$ cat config.mk
export PLATFORM = sky130hd
export DESIGN_NAME = double_ended_queue
export DESIGN_NICKNAME = d
export VERILOG_FILES = /design/src/hdl/deq_pkg.sv /design/src/hdl/deq_ctrl.sv /design/src/hdl/deq_dpath.sv /design/src/hdl/double_ended_queue.sv
export SDC_FILE = /design/constraint.sdc
export NUM_CORES = 1
export LEC_CHECK = 0
export BUFFER_PORTS_ARGS = -buffer_cell sky130_fd_sc_hd__buf_2
export CORE_MARGIN = 10
export CORE_UTILIZATION = 55
export CTS_BUF_LIST = sky130_fd_sc_hd__clkbuf_16
export DETAILED_ROUTE_END_ITERATION = 10
export PLACE_DENSITY_LB_ADDON = 0.05
export REMOVE_ABC_BUFFERS = 1
export SLEW_MARGIN = 15
export SYNTH_ARGS = -nofsm -noshare
export SYNTH_HDL_FRONTEND = slang
export SYNTH_HIERARCHICAL = 1
export SYNTH_SLANG_ARGS = --single-unit
$ cat constraint.sdc
create_clock -name i_clk -period 12.8 [get_ports i_clk]
set_clock_uncertainty 0.2 [all_clocks]
set_input_delay 2.56 -clock i_clk [delete_from_list [all_inputs] [get_ports i_clk]]
set_output_delay 2.56 -clock i_clk [all_outputs]
set_load 0.02 [all_outputs]
$ cat src/hdl/deq_pkg.sv
// Shared types, constants and codes for the double-ended queue.
package deq_pkg;

    // Store geometry; widths follow from the depth
    localparam int DEPTH = 16;
    localparam int IDX_W = (DEPTH > 1) ? $clog2(DEPTH) : 1;
    localparam int CNT_W = $clog2(DEPTH + 1);
    localparam int DATA_W = 32;

    // Action codes
    localparam logic [2:0] ACT_PUSH_FRONT = 3'd0;
    localparam logic [2:0] ACT_PUSH_BACK  = 3'd1;
    localparam logic [2:0] ACT_POP_FRONT  = 3'd2;
    localparam logic [2:0] ACT_POP_BACK   = 3'd3;
    localparam logic [2:0] ACT_PEEK_FRONT = 3'd4;
    localparam logic [2:0] ACT_PEEK_BACK  = 3'd5;
    localparam logic [2:0] ACT_SIZE       = 3'd6;
    localparam logic [2:0] ACT_CLEAR      = 3'd7;

    // Status codes
    localparam logic [1:0] ST_OK    = 2'd0;
    localparam logic [1:0] ST_DATA  = 2'd1;
    localparam logic [1:0] ST_EMPTY = 2'd2;
    localparam logic [1:0] ST_FULL  = 2'd3;

    typedef struct packed {
        logic [2:0]               action;
        logic signed [DATA_W-1:0] value;
    } t_in_word;

    typedef struct packed {
        logic [1:0]               status;
        logic signed [DATA_W-1:0] data;
        logic [CNT_W-1:0]         occupancy;
    } t_out_word;

    // Controller to datapath
    typedef struct packed {
        logic exec;   // apply the incoming word to the store
        logic load;   // move the pending result into the output register
    } t_deq_cmd;

    // Datapath to controller
    typedef struct packed {
        logic out_busy;  // output register holds a word not taken this cycle
    } t_deq_sts;

endpackage

$ cat src/hdl/deq_ctrl.sv
// Controller state machine for the double-ended queue.
module deq_ctrl (
    input  logic              i_clk,
    input  logic              i_rst_n,
    input  logic              i_in_valid,
    output logic              o_in_ready,
    input  deq_pkg::t_deq_sts i_sts,
    output deq_pkg::t_deq_cmd o_cmd
);

    typedef enum logic [1:0] {
        S_IDLE = 2'b01,
        S_DONE = 2'b10
    } t_state;

    t_state r_state;
    t_state n_state;

    always_comb begin
        n_state    = r_state;
        o_in_ready = 1'b0;
        o_cmd      = '0;
        unique case (r_state)
            S_IDLE: begin
                o_in_ready = 1'b1;
                if (i_in_valid) begin
                    o_cmd.exec = 1'b1;
                    n_state    = S_DONE;
                end
            end
            S_DONE: begin
                // wait for the output register to free up
                if (!i_sts.out_busy) begin
                    o_cmd.load = 1'b1;
                    n_state    = S_IDLE;
                end
            end
            default: begin
                n_state = S_IDLE;
            end
        endcase
    end

    always_ff @(posedge i_clk) begin
        if (!i_rst_n) begin
            r_state <= S_IDLE;
        end else begin
            r_state <= n_state;
        end
    end

endmodule

$ cat src/hdl/deq_dpath.sv
// Datapath: circular store, head and count, pending result and output register.
module deq_dpath (
    input  logic               i_clk,
    input  logic               i_rst_n,
    input  deq_pkg::t_in_word  i_in_word,
    input  deq_pkg::t_deq_cmd  i_cmd,
    output deq_pkg::t_deq_sts  o_sts,
    output logic               o_out_valid,
    input  logic               i_out_ready,
    output deq_pkg::t_out_word o_out_word
);

    localparam int IDX_W  = deq_pkg::IDX_W;
    localparam int CNT_W  = deq_pkg::CNT_W;
    localparam int DATA_W = deq_pkg::DATA_W;
    localparam int DEPTH  = deq_pkg::DEPTH;

    logic [DATA_W-1:0] r_mem [DEPTH];
    logic [DATA_W-1:0] r_rd_data;

    logic [IDX_W-1:0]  r_head;
    logic [CNT_W-1:0]  r_count;
    logic [IDX_W-1:0]  n_head;
    logic [CNT_W-1:0]  n_count;

    // Result parked between execution and output
    logic [1:0]        r_pend_status;
    logic [1:0]        n_pend_status;
    logic [DATA_W-1:0] r_pend_imm;
    logic [DATA_W-1:0] n_pend_imm;
    logic              r_pend_mem;
    logic              n_pend_mem;
    logic [CNT_W-1:0]  r_pend_occ;

    logic                 r_out_valid;
    deq_pkg::t_out_word   r_out_word;

    logic             w_empty;
    logic             w_full;
    logic [IDX_W-1:0] w_head_dec;
    logic [IDX_W-1:0] w_head_inc;
    logic [IDX_W:0]   w_sum;
    logic [IDX_W-1:0] w_back_pos;
    logic [IDX_W-1:0] w_tail;
    logic             w_wr_en;
    logic [IDX_W-1:0] w_wr_addr;
    logic             w_rd_en;
    logic [IDX_W-1:0] w_rd_addr;

    // Index arithmetic, wrapped at the store depth
    always_comb begin
        w_empty    = (r_count == '0);
        w_full     = (r_count == CNT_W'(DEPTH));
        w_head_dec = (r_head == '0) ? IDX_W'(DEPTH - 1) : r_head - 1'b1;
        w_head_inc = (r_head == IDX_W'(DEPTH - 1)) ? '0 : r_head + 1'b1;
        w_sum      = (IDX_W+1)'(r_head) + (IDX_W+1)'(r_count);
        w_back_pos = (w_sum >= (IDX_W+1)'(DEPTH)) ? IDX_W'(w_sum - (IDX_W+1)'(DEPTH))
                                                  : IDX_W'(w_sum);
        w_tail     = (w_back_pos == '0) ? IDX_W'(DEPTH - 1) : w_back_pos - 1'b1;
    end

    always_comb begin
        n_head        = r_head;
        n_count       = r_count;
        n_pend_status = deq_pkg::ST_OK;
        n_pend_imm    = '0;
        n_pend_mem    = 1'b0;
        w_wr_en       = 1'b0;
        w_wr_addr     = w_back_pos;
        w_rd_en       = 1'b0;
        w_rd_addr     = r_head;
        unique case (i_in_word.action)
            deq_pkg::ACT_PUSH_FRONT: begin
                if (w_full) begin
                    n_pend_status = deq_pkg::ST_FULL;
                end else begin
                    w_wr_en   = i_cmd.exec;
                    w_wr_addr = w_head_dec;
                    n_head    = w_head_dec;
                    n_count   = r_count + 1'b1;
                end
            end
            deq_pkg::ACT_PUSH_BACK: begin
                if (w_full) begin
                    n_pend_status = deq_pkg::ST_FULL;
                end else begin
                    w_wr_en = i_cmd.exec;
                    n_count = r_count + 1'b1;
                end
            end
            deq_pkg::ACT_POP_FRONT, deq_pkg::ACT_PEEK_FRONT: begin
                if (w_empty) begin
                    n_pend_status = deq_pkg::ST_EMPTY;
                end else begin
                    n_pend_status = deq_pkg::ST_DATA;
                    n_pend_mem    = 1'b1;
                    w_rd_en       = i_cmd.exec;
                    if (i_in_word.action == deq_pkg::ACT_POP_FRONT) begin
                        n_head  = w_head_inc;
                        n_count = r_count - 1'b1;
                    end
                end
            end
            deq_pkg::ACT_POP_BACK, deq_pkg::ACT_PEEK_BACK: begin
                if (w_empty) begin
                    n_pend_status = deq_pkg::ST_EMPTY;
                end else begin
                    n_pend_status = deq_pkg::ST_DATA;
                    n_pend_mem    = 1'b1;
                    w_rd_en       = i_cmd.exec;
                    w_rd_addr     = w_tail;
                    if (i_in_word.action == deq_pkg::ACT_POP_BACK) begin
                        n_count = r_count - 1'b1;
                    end
                end
            end
            deq_pkg::ACT_SIZE: begin
                n_pend_status = deq_pkg::ST_DATA;
                n_pend_imm    = DATA_W'(r_count);
            end
            deq_pkg::ACT_CLEAR: begin
                n_head  = '0;
                n_count = '0;
            end
        endcase
    end

    // Store: one write or one registered read per item
    always_ff @(posedge i_clk) begin
        if (w_wr_en) begin
            r_mem[w_wr_addr] <= i_in_word.value;
        end
        if (w_rd_en) begin
            r_rd_data <= r_mem[w_rd_addr];
        end
    end

    always_ff @(posedge i_clk) begin
        if (!i_rst_n) begin
            r_head  <= '0;
            r_count <= '0;
        end else if (i_cmd.exec) begin
            r_head  <= n_head;
            r_count <= n_count;
        end
    end

    always_ff @(posedge i_clk) begin
        if (i_cmd.exec) begin
            r_pend_status <= n_pend_status;
            r_pend_imm    <= n_pend_imm;
            r_pend_mem    <= n_pend_mem;
            r_pend_occ    <= n_count;
        end
    end

    always_ff @(posedge i_clk) begin
        if (!i_rst_n) begin
            r_out_valid <= 1'b0;
        end else if (i_cmd.load) begin
            r_out_valid <= 1'b1;
        end else if (i_out_ready) begin
            r_out_valid <= 1'b0;
        end
    end

    always_ff @(posedge i_clk) begin
        if (i_cmd.load) begin
            r_out_word.status    <= r_pend_status;
            r_out_word.data      <= r_pend_mem ? r_rd_data : r_pend_imm;
            r_out_word.occupancy <= r_pend_occ;
        end
    end

    assign o_sts.out_busy = r_out_valid & ~i_out_ready;
    assign o_out_valid    = r_out_valid;
    assign o_out_word     = r_out_word;

endmodule

$ cat src/hdl/double_ended_queue.sv
// Top level of the bounded double-ended queue of signed 32-bit words.
//
// Input channel: i_in_valid / o_in_ready carry a word of action and value.
// Actions push or pop at either end, peek at either end, read the size or
// clear. Every accepted word yields exactly one result word on
// o_out_valid / i_out_ready: a status, a data value and the occupancy after
// the action. Pushing into a full store returns a full status and leaves it
// unchanged; popping or peeking an empty store returns an empty status.
// Sequence: S_IDLE takes the word and applies it to the store (single write or
// registered read of the 16-entry array); S_DONE then moves the result into the
// output register once that register is free. The controller takes no new word
// until the last result has moved into the output register.
// Stall: while the receiver holds off, the output word is held and the next
// input word is still taken and executed; it parks until the output frees.
// Reset (synchronous, active low) empties the queue and drops any pending
// result. Store contents are not cleared; only entries inside the occupied
// window are ever read.
module double_ended_queue (
    input  logic               i_clk,
    input  logic               i_rst_n,
    input  logic               i_in_valid,
    output logic               o_in_ready,
    input  deq_pkg::t_in_word  i_in_word,
    output logic               o_out_valid,
    input  logic               i_out_ready,
    output deq_pkg::t_out_word o_out_word
);

    deq_pkg::t_deq_cmd w_cmd;
    deq_pkg::t_deq_sts w_sts;

    deq_ctrl u_ctrl (
        .i_clk      (i_clk),
        .i_rst_n    (i_rst_n),
        .i_in_valid (i_in_valid),
        .o_in_ready (o_in_ready),
        .i_sts      (w_sts),
        .o_cmd      (w_cmd)
    );

    deq_dpath u_dpath (
        .i_clk       (i_clk),
        .i_rst_n     (i_rst_n),
        .i_in_word   (i_in_word),
        .i_cmd       (w_cmd),
        .o_sts       (w_sts),
        .o_out_valid (o_out_valid),
        .i_out_ready (i_out_ready),
        .o_out_word  (o_out_word)
    );

    // Occupancy never exceeds the store depth
    a_occ_bound: assert property (@(posedge i_clk) disable iff (!i_rst_n)
        o_out_valid |-> (o_out_word.occupancy <= deq_pkg::CNT_W'(deq_pkg::DEPTH)))
        else $error("occupancy beyond depth");

    // One word in flight: no accept directly after an accept
    a_one_in_flight: assert property (@(posedge i_clk) disable iff (!i_rst_n)
        (i_in_valid && o_in_ready) |=> !o_in_ready)
        else $error("accept while a word is in flight");

    // A refused push only happens with the store full
    a_full_status: assert property (@(posedge i_clk) disable iff (!i_rst_n)
        (o_out_valid && o_out_word.status == deq_pkg::ST_FULL)
        |-> (o_out_word.occupancy == deq_pkg::CNT_W'(deq_pkg::DEPTH)))
        else $error("full status with free space");

    // An empty error carries zero data and zero occupancy
    a_empty_status: assert property (@(posedge i_clk) disable iff (!i_rst_n)
        (o_out_valid && o_out_word.status == deq_pkg::ST_EMPTY)
        |-> (o_out_word.occupancy == '0 && o_out_word.data == '0))
        else $error("empty status with stored entries or data");

endmodule

## Word-level counts from Yosys, hierarchy flattened

Memories as Yosys holds them, arrays and structs flattened. A register that Yosys moved wholly into a read port is not among the register bits.
Cells that the tools add are included.

- $add $sub $neg: 7
- Multiply operators: 0
- Div/mod/pow operators: 0
- Order comparisons: 1
- Eq/ne operators: 16
- Shift-type cells: 0
- Multiplexer cells: 39
- Bitwise logic cells: 2
- Reductions and logical operators: 12

Operator list:

| operator | number |
|---|---|
| 4-bit 2-to-1 mux | 11 |
| 32-bit 2-to-1 mux | 1 |
| 5-bit 2-to-1 mux | 5 |
| 5-bit one-hot mux with 4 select lines | 1 |
| 1-bit 2-to-1 mux | 14 |
| 3-bit equality test, second input constant | 4 |
| 4-bit one-hot mux with 3 select lines | 1 |
| 4-bit by 1-bit subtractor with 4-bit output, second input constant | 3 |
| 4-bit logical NOT | 2 |
| 2-bit 2-to-1 mux | 4 |
| 2-bit != test, second input constant | 4 |
| 3-bit by 2-bit equality test with 1-bit output, second input constant | 2 |
| 2-bit one-hot mux with 3 select lines | 1 |
| 2-bit OR reduction | 3 |
| 4-bit by 5-bit adder with 5-bit output | 1 |
| 5-bit by 1-bit adder with 5-bit output, second input constant | 1 |
| 5-bit equality test, second input constant | 1 |
| 5-bit greater-or-equal comparator, second input constant | 1 |
| 5-bit logical NOT | 1 |
| 5-bit AND reduction | 1 |
| 5-bit by 1-bit subtractor with 5-bit output, second input constant | 1 |
| 4-bit by 1-bit adder with 4-bit output, second input constant | 1 |
| 4-bit equality test, second input constant | 1 |
| 2-bit one-hot mux with 2 select lines | 1 |
| other kinds (11) | 11 |

- Bits in registers: 91
- Latch bits: 0
- Bits in writable memories: 512
- Bits in read-only memories: 0
- Bits of input ports: 39
- Output and inout bits: 41
- Logic and storage cells: 90
- Memories kept: 1

Memory list:

| memory | words | width | read ports | clocked after memory_dff | write ports | line | text |
|---|---|---|---|---|---|---|---|
| u_dpath.r_mem | 16 | 32 | 1 | 1 | 1 | deq_dpath.sv:18 | `logic [DATA_W-1:0] r_mem [DEPTH];` |

## Depth between registers and ports, before layout

Gate-level depths: netlist (run 1).

- Depth after elaboration: 7
- Gate-level depth with buffers: 14
- Depth with buffers taken out: 10

## Modules after synthesis

Netlist (run 1), hierarchy kept.

By module, submodules not included:

| module | times used | cells each | area each (um2) | seq. area each (um2) |
|---|---|---|---|---|
| deq_dpath | 1 | 3041 | 33190.6 | 18097.4 |
| deq_ctrl | 1 | 8 | 83.8 | 40.0 |

## Worst setup path after synthesis (run 1)

OpenSTA, ideal clock, no wires.

- Kind: input port to flip-flop
- Start point: in i_in_valid
- End point: reg u_dpath.r_rd_data[0] (read register of u_dpath.r_mem) (enable)
- Setup time: 461 ps
- Data arrival time: 5735 ps
- Required time: 12139 ps
- Setup slack: 6404 ps
- Cell stages on the path: 4
- Path buffers: 1
- Path through: and3b_1 -> clkbuf_1 -> inv_1 -> nor3_1

- Cells in the longest elaborated chain, start to end: 4

RTL lines:

| item | line | text |
|---|---|---|
| from (decl) | double_ended_queue.sv:21 | `input logic i_in_valid,` |
| 1-bit 2-to-1 mux | deq_ctrl.sv:26 | `if (i_in_valid) begin` |
| 1-bit 2-to-1 mux | deq_ctrl.sv:23 | `unique case (r_state)` |
| 1-bit 2-to-1 mux | deq_dpath.sv:92, deq_dpath.sv:105 |  |
| 1-bit 2-to-1 mux | n/a |  |
| via u_dpath.w_rd_en | deq_dpath.sv:47 | `logic w_rd_en;` |
| to (decl) | deq_dpath.sv:19 | `logic [DATA_W-1:0] r_rd_data;` |

The timed path passes the listed nets, and every way through them passes these cells.
A chain may end at the register's enable or synchronous reset.

## Final worst setup path (run 1)

- Start point: in i_in_word[33] (netlist bit)
- End point: reg u_dpath.r_rd_data[24] (read register of u_dpath.r_mem) (data pin)

- Cells in the longest elaborated chain, start to end: 3
- Elaborated cells between the ends (all ways): 8
- Classes of those cells: eq/ne (4); mux (2); reduce/logical (2)

RTL lines:

| item | line | text |
|---|---|---|
| from (decl) | double_ended_queue.sv:23 | `input deq_pkg::t_in_word i_in_word,` |
| 3-bit equality test or 3-bit by 2-bit equality test with 1-bit output (tied branches) | deq_dpath.sv:72 | `unique case (i_in_word.action)` |
| 4-bit OR reduction (no line) or 2-bit OR reduction (tied branches) | n/a |  |
| 1-bit 2-to-1 mux or 4-bit 2-to-1 mux (tied branches) | n/a |  |

Several ways; a longest one is shown, not always the timed one.

==> results of run 1 <==
## path summary, 6_finish.rpt
kind                                           to  depth (start not counted)
hold reg to reg   u_dpath/o_out_word[3]$_DFFE_PP_                          0
setup reg to reg  u_dpath/r_rd_data[24]$_DFFE_PP_                          9
hold / removal    u_dpath/o_out_word[3]$_DFFE_PP_                          0
setup / recovery  u_dpath/r_rd_data[24]$_DFFE_PP_                          9
## metrics by stage
step | setup WS (ps) | area, sq um | hold WS [ps]
5_1_grt | 4790 | 36000 | 233
3_5_place_dp | 4430 | 33900 | 213
6_report | 5030 | 36000 | 225
2_1_floorplan | -7820 | 31900 | 200
3_3_place_gp | 4520 | 33900 | 203
4_1_cts | 5060 | 36000 | 226
## area by class of cell
cell class                 instances  area, sq um  share of cell area, %
inverter                          10         45.0                  0.125
clock inverter                    49          329                  0.913
sequential                       608        18100                   50.3
tap                              782          978                   2.71
multi-input combinational       2092        13900                   38.7
timing repair buffer             127          816                   2.26
clock buffer                      72         1800                   5.00
## kinds of logic (layout without fill, tap and decap cells)
| kind of cell | after synthesis | count (layout) | share of synthesized area [%] |
|---|---|---|---|
| AND/OR/NAND/NOR | 1146 | 1146 | 16.5 |
| AO/OA/AOI/OAI | 693 | 693 | 17.0 |
| flip-flops | 608 | 608 | 54.5 |
| buffers and inverters | 349 | 258 | 4.24 |
| multiplexers | 234 | 234 | 7.06 |
| adder cells (fa/ha/maj) | 10 | 10 | 0.399 |
| XOR/XNOR | 9 | 9 | 0.259 |
## placed cells by master (no fill, tap or decap), types with 11 or more instances in the layout
cell type,n
a2111oi_0,256
a21oi_1,11
a311oi_1,130
a31oi_1,129
a32oi_1,128
and2_1,33
buf_2,78
buf_4,44
clkbuf_16,72
clkinv_1,17
dfxtp_1,11
edfxtp_1,596
inv_1,24
mux2i_1,228
nand2_1,523
nand2b_1,390
nor2_1,140
nor2_4,16
## routing by layer
layer  global-route usage [%]  wire length (um)  vias up
li1                         -                 -    11400
met2                     45.8             48400     1303
met4                     10.7              3010        4
met3                     4.15              7960      220
met5                        0                23        -
met1                     36.5             41600    13200
## worst reg2reg max path, cell delays in order, from the launching register on
cell       delay [ps]
dfxtp_1           610
inv_1             190
ha_1              300
or4b_4            730
nand3_4          1000
buf_4             810
a2bb2oi_4        1020
buf_4             900
mux2i_1           320
mux2i_1           100
## sequential cells by signal (all words and copies together), names as in the netlist
| name | cells |
|---|---|
| u_dpath/o_out_valid | 1 |
| u_dpath/r_head | 4 |
| u_dpath/o_out_word | 39 |
| u_dpath/r_pend_mem | 1 |
| u_dpath/r_mem | 512 |
| u_ctrl/r_state | 2 |
| u_dpath/r_rd_data | 32 |
| u_dpath/r_count | 5 |
| u_dpath/r_pend_imm | 5 |
| u_dpath/r_pend_status | 2 |
| u_dpath/r_pend_occ | 5 |
## power by group through the flow
stage	Sequential, mW	Clock [mW]	Combinational [mW]
final	2.24	1.90	1.09
after global routing	2.24	2.00	1.17
after CTS	2.24	1.93	1.07
after floorplan	2.29	0	0.891
after detailed placement	2.28	0	1.06
after global placement	2.28	0	1.04
==> flow_summary.json, run 1 <==
{
  "clock_sinks": 608,
  "drt_iter0_drc": 3047,
  "final_cells": 3740,
  "ys_ff_latch": 608,
  "power_density_nw_per_um2": 145,
  "clk-insertion-delay-late_ps": 620,
  "r2r-start": "u_dpath/r_count[0]$_SDFFE_PN0P_",
  "portBuffers": 79,
  "antenna_found_initial": 3,
  "synth.distinct_cells": 55,
  "cp-end-kind": "flop",
  "slowest_delay_ps": 1010,
  "initial_core_util_pct": 55.3,
  "path_cells": "buf_2 > xor2_4 > buf_12 > nand3_4 > buf_4 > a2bb2oi_4 > buf_4 > mux2i_1 > mux2i_1",
  "finalCritPeriodShare_pct": 60.7,
  "synthFlopType": "edfxtp_1",
  "rrSetupSlack_ps": 6350,
  "grt_usage_pct": 27.8,
  "die_h_um": 266,
  "setup_viol_count_final": 0,
  "cts_buffers": 69,
  "crit_buf_inv": 4,
  "dp.cells": 3619,
  "path_class": "in -> reg",
  "slowest_stage": "a2bb2oi_4",
  "n_antenna_cell": 0,
  "status": "finished clean",
  "critical-path-top-delay-family": "buffers and inverters",
  "fin_nets": 2957,
  "yosys-top-cells-area": "edfxtp_1 54%, nand2b_1 7.3%, mux2i_1 6.9%, a2111oi_0 6.7%, nand2_1 5.9%",
  "switching_share_pct": 29.7,
  "synth-edff-count": 596,
  "pwr-share-comb_pct": 20.8,
  "synth-seq-area-share_pct": 54.5,
  "area_delta_synth_final_pct": 8.34,
  "yosys-top-cells-count": "596 x edfxtp_1, 523 x nand2_1, 390 x nand2b_1, 269 x clkbuf_1, 256 x a2111oi_0",
  "avgSynthCellArea_sq_um": 10.9,
  "peakVddDrop_mv": 0.109,
  "syn-cell-area_sq_um": 33300,
  "finalHoldViolCount": 0,
  "netSwitchingPower_mw": 1.55,
  "ctsHoldBuffers": 0,
  "vias": 26100,
  "clock_path_buffers": 3,
  "cp.arrival_ps": 7900,
  "period_needed_ps": 7770,
  "relSlewSlack_pct": 6.92,
  "rsz0062_at_grt": "no",
  "cts.root.buffer_cell": "clkbuf_16",
  "crit_required_ps": 12920,
  "yosysMostFrequentCell": "edfxtp_1",
  "design.die.area_sq_um": 70700,
  "dp_hpwl_um": 47000,
  "path_max_fanout": 177,
  "num_rows": 90,
  "startpoint_type": "input port",
  "grt_max_degree": 267,
  "num-fill-cells": 4785,
  "total_power_mw": 5.23,
  "ant_nets": 0,
  "timing.max_cap.violations": 0,
  "clkTransAtPathRegs_ps": 60,
  "grt-ovfl-total": 0,
  "crit_start": "i_in_word[33]",
  "min_from": "u_dpath/r_pend_occ[3]$_DFFE_PP_",
  "wl_per_cell_um": 27.0,
  "drive_gt1_share_pct": 8.86,
  "grt_pass1_wl_um": 154000,
  "core-area_sq_um": 60100,
  "vias_per_cell": 6.98,
  "fin_tns_setup_ps": 0,
  "synthCells": 3049,
  "pin_count": 80,
  "async_reset_ff_share_pct": 0,
  "internal-power_mw": 3.68,
  "finalMaxSlewViolations": 0,
  "leakage_nw": 11.4,
  "gp_congestion": 0.777,
  "post-cts-setup-buffers": 0,
  "drcViolationCount": 0,
  "max_freq_ghz": 0.129,
  "dr.pass1.iters": 8,
  "die_w_um": 266,
  "final_core_util_pct": 60.0,
  "yosysWarnings": 6,
  "cts.htree.levels": 3,
  "yosysTopAreaCell": "edfxtp_1",
  "worstMarginPinSlew_ps": 1400,
  "grt_pass1_vias": 25900,
  "p_seq_share_pct": 42.9,
  "power_frac_clock_pct": 36.3,
  "hold_class": "reg -> reg",
  "wirelength_um": 101000,
  "yosysTopAreaCellShare_pct": 53.8,
  "cts_tree": "built",
  "cts_resized": 0
}
Note: power is estimated with default switching activity, not from simulation.
==> run 2, diff against run 1 <==
- clock period: 12.8 -> 6.55 ns (I/O delays scaled with it)
==> flow_summary.json, run 2 (synthesis gave the netlist of run 1 again) <==
{
  "grt_pass1_vias": 26000,
  "area_delta_synth_final_pct": 9.04,
  "vias_per_cell": 6.96,
  "worstHoldPathCells": 0,
  "final_core_util_pct": 60.3,
  "finalCritPeriodShare_pct": 75.5,
  "relSlewSlack_pct": 9.53,
  "drcViolationCount": 0,
  "portBuffers": 79,
  "pin_count": 80,
  "cts.root.buffer_cell": "clkbuf_16",
  "drive_gt1_share_pct": 9.30,
  "grt_pass1_wl_um": 154000,
  "fin_nets": 2965,
  "period_needed_ps": 4940,
  "hold_class": "reg -> reg",
  "power_frac_clock_pct": 36.3,
  "cts.htree.levels": 3,
  "dr.pass1.iters": 5,
  "path_class": "reg -> reg",
  "ant_nets": 0,
  "leakage_nw": 11.5,
  "gp_congestion": 0.809,
  "netSwitchingPower_mw": 3.07,
  "grt-ovfl-total": 0,
  "num-fill-cells": 4751,
  "dp.cells": 3627,
  "largest_reg_flops": 512,
  "clock_path_buffers": 3,
  "timing.max_cap.violations": 0,
  "finalMaxSlewViolations": 0,
  "slowest_delay_ps": 840,
  "clk-insertion-delay-late_ps": 610,
  "r2r-start": "u_dpath/r_head[1]$_SDFFE_PN0P_",
  "antenna_found_initial": 5,
  "die_h_um": 266,
  "p_seq_share_pct": 42.6,
  "switching_share_pct": 29.8,
  "peakVddDrop_mv": 0.207,
  "num_rows": 90,
  "pwr-share-comb_pct": 21.1,
  "dp_hpwl_um": 49000,
  "reg_top3": "u_dpath/r_mem (512), u_dpath/o_out_word (39), u_dpath/r_rd_data (32)",
  "setup_viol_count_final": 0,
  "wirelength_um": 101000,
  "finalHoldViolCount": 0,
  "post-cts-setup-buffers": 0,
  "setup_slack_ps": 1610,
  "cts_buffers": 69,
  "worstMarginPinSlew_ps": 1360,
  "rrSetupSlack_ps": 1610,
  "preCtsSetupSlack_ps": 1630,
  "startpoint_type": "flop",
  "finalHoldWorstSlack_ps": 224,
  "status": "finished clean",
  "crit_required_ps": 6640,
  "slowest_stage": "nor2_4",
  "max_freq_ghz": 0.202,
  "regArea_sq_um": 18100,
  "initial_core_util_pct": 55.3,
  "final_common_cell": "edfxtp_1",
  "whs_endpoint": "u_dpath/o_out_word[1]$_DFFE_PP_",
  "design.die.area_sq_um": 70700,
  "drt_iter0_drc": 3404,
  "final_cells": 3754,
  "reg2reg_to": "u_dpath/r_mem[15][20]$_DFFE_PP_",
  "cp.arrival_ps": 5040,
  "internal-power_mw": 7.23,
  "path_cells": "inv_4 > ha_1 > or3b_2 > nand3_1 > o21ai_0 > or3_1 > nand2b_1 > nor2_4 > buf_4",
  "crit_start": "u_dpath/r_head[1]$_SDFFE_PN0P_",
  "reg2regPathDepth": 9,
  "grt_max_degree": 208,
  "die_w_um": 266,
  "clock_sinks": 608,
  "rsz0062_at_grt": "no",
  "vias": 26100,
  "multi_input_area_sq_um": 13900,
  "power_density_nw_per_um2": 284,
  "path_max_fanout": 95,
  "layout_common_cells": "596 x edfxtp_1, 523 x nand2_1, 390 x nand2b_1",
  "wl_per_cell_um": 27.0,
  "regMostFlops": "u_dpath/r_mem",
  "min_from": "u_dpath/r_pend_occ[1]$_DFFE_PP_",
  "grt_usage_pct": 27.9,
  "cp-end-kind": "flop",
  "clkTransAtPathRegs_ps": 60,
  "core-area_sq_um": 60100,
  "total_power_mw": 10.3,
  "cts_resized": 0,
  "cts_tree": "built",
  "ctsHoldBuffers": 0
}
-- run 2: final cells by class --
cell class | instances | area share (%)
clock inverter | 51 | 0.945
tap | 782 | 2.70
sequential | 608 | 50.0
timing repair buffer | 135 | 2.76
clock buffer | 73 | 5.04
antenna | 3 | 0.0207
inverter | 10 | 0.124
multi-input combinational | 2092 | 38.4
-- run 2: per-stage QoR --
stage                     instance area, sq um  setup TNS [ps]
after global routing                     36300               0
after detailed placement                 34100               0
after global placement                   34100               0
after floorplan                          31900        -4464600
final                                    36300               0
after CTS                                36300               0
-- run 2: worst max path at each step --
| stage | to | slack [ps] |
|---|---|---|
| 2_1_floorplan | u_dpath/r_rd_data[0]$_DFFE_PP_ | -12820 |
| 3_3_place_gp | u_dpath/r_mem[15][27]$_DFFE_PP_ | 1610 |
| 3_5_place_dp | u_dpath/r_mem[15][8]$_DFFE_PP_ | 1630 |
| 4_1_cts | u_dpath/r_mem[15][20]$_DFFE_PP_ | 1670 |
| 5_1_grt | u_dpath/r_rd_data[22]$_DFFE_PP_ | 1300 |
| 6_report | u_dpath/r_mem[15][20]$_DFFE_PP_ | 1610 |
-- run 2: critical path, delay by kind of cell (launching register included) --
kind | cells | cell delay, ps
adder cells (fa/ha/maj) | 1 | 390
AND/OR/NAND/NOR | 5 | 2150
AO/OA/AOI/OAI | 1 | 120
buffers and inverters | 2 | 1100
flip-flops | 1 | 660
-- run 2: power groups by stage --
stage / Clock, mW / Combinational, mW / Sequential [mW]
finish: 3.74 / 2.18 / 4.39
global route: 3.94 / 2.33 / 4.39
CTS: 3.79 / 2.13 / 4.39
detailed placement: 0 / 2.13 / 4.47
global placement: 0 / 2.07 / 4.47
floorplan: 0 / 1.74 / 4.48
-- run 2: layer usage --
layer	vias to the layer above	GRT usage (%)	part of all wire, %
met5	-	0	0.026
met3	188	4.42	8.3
li1	11400	-	-
met4	4	11.5	2.7
met1	13100	37.0	41
met2	1371	45.1	48
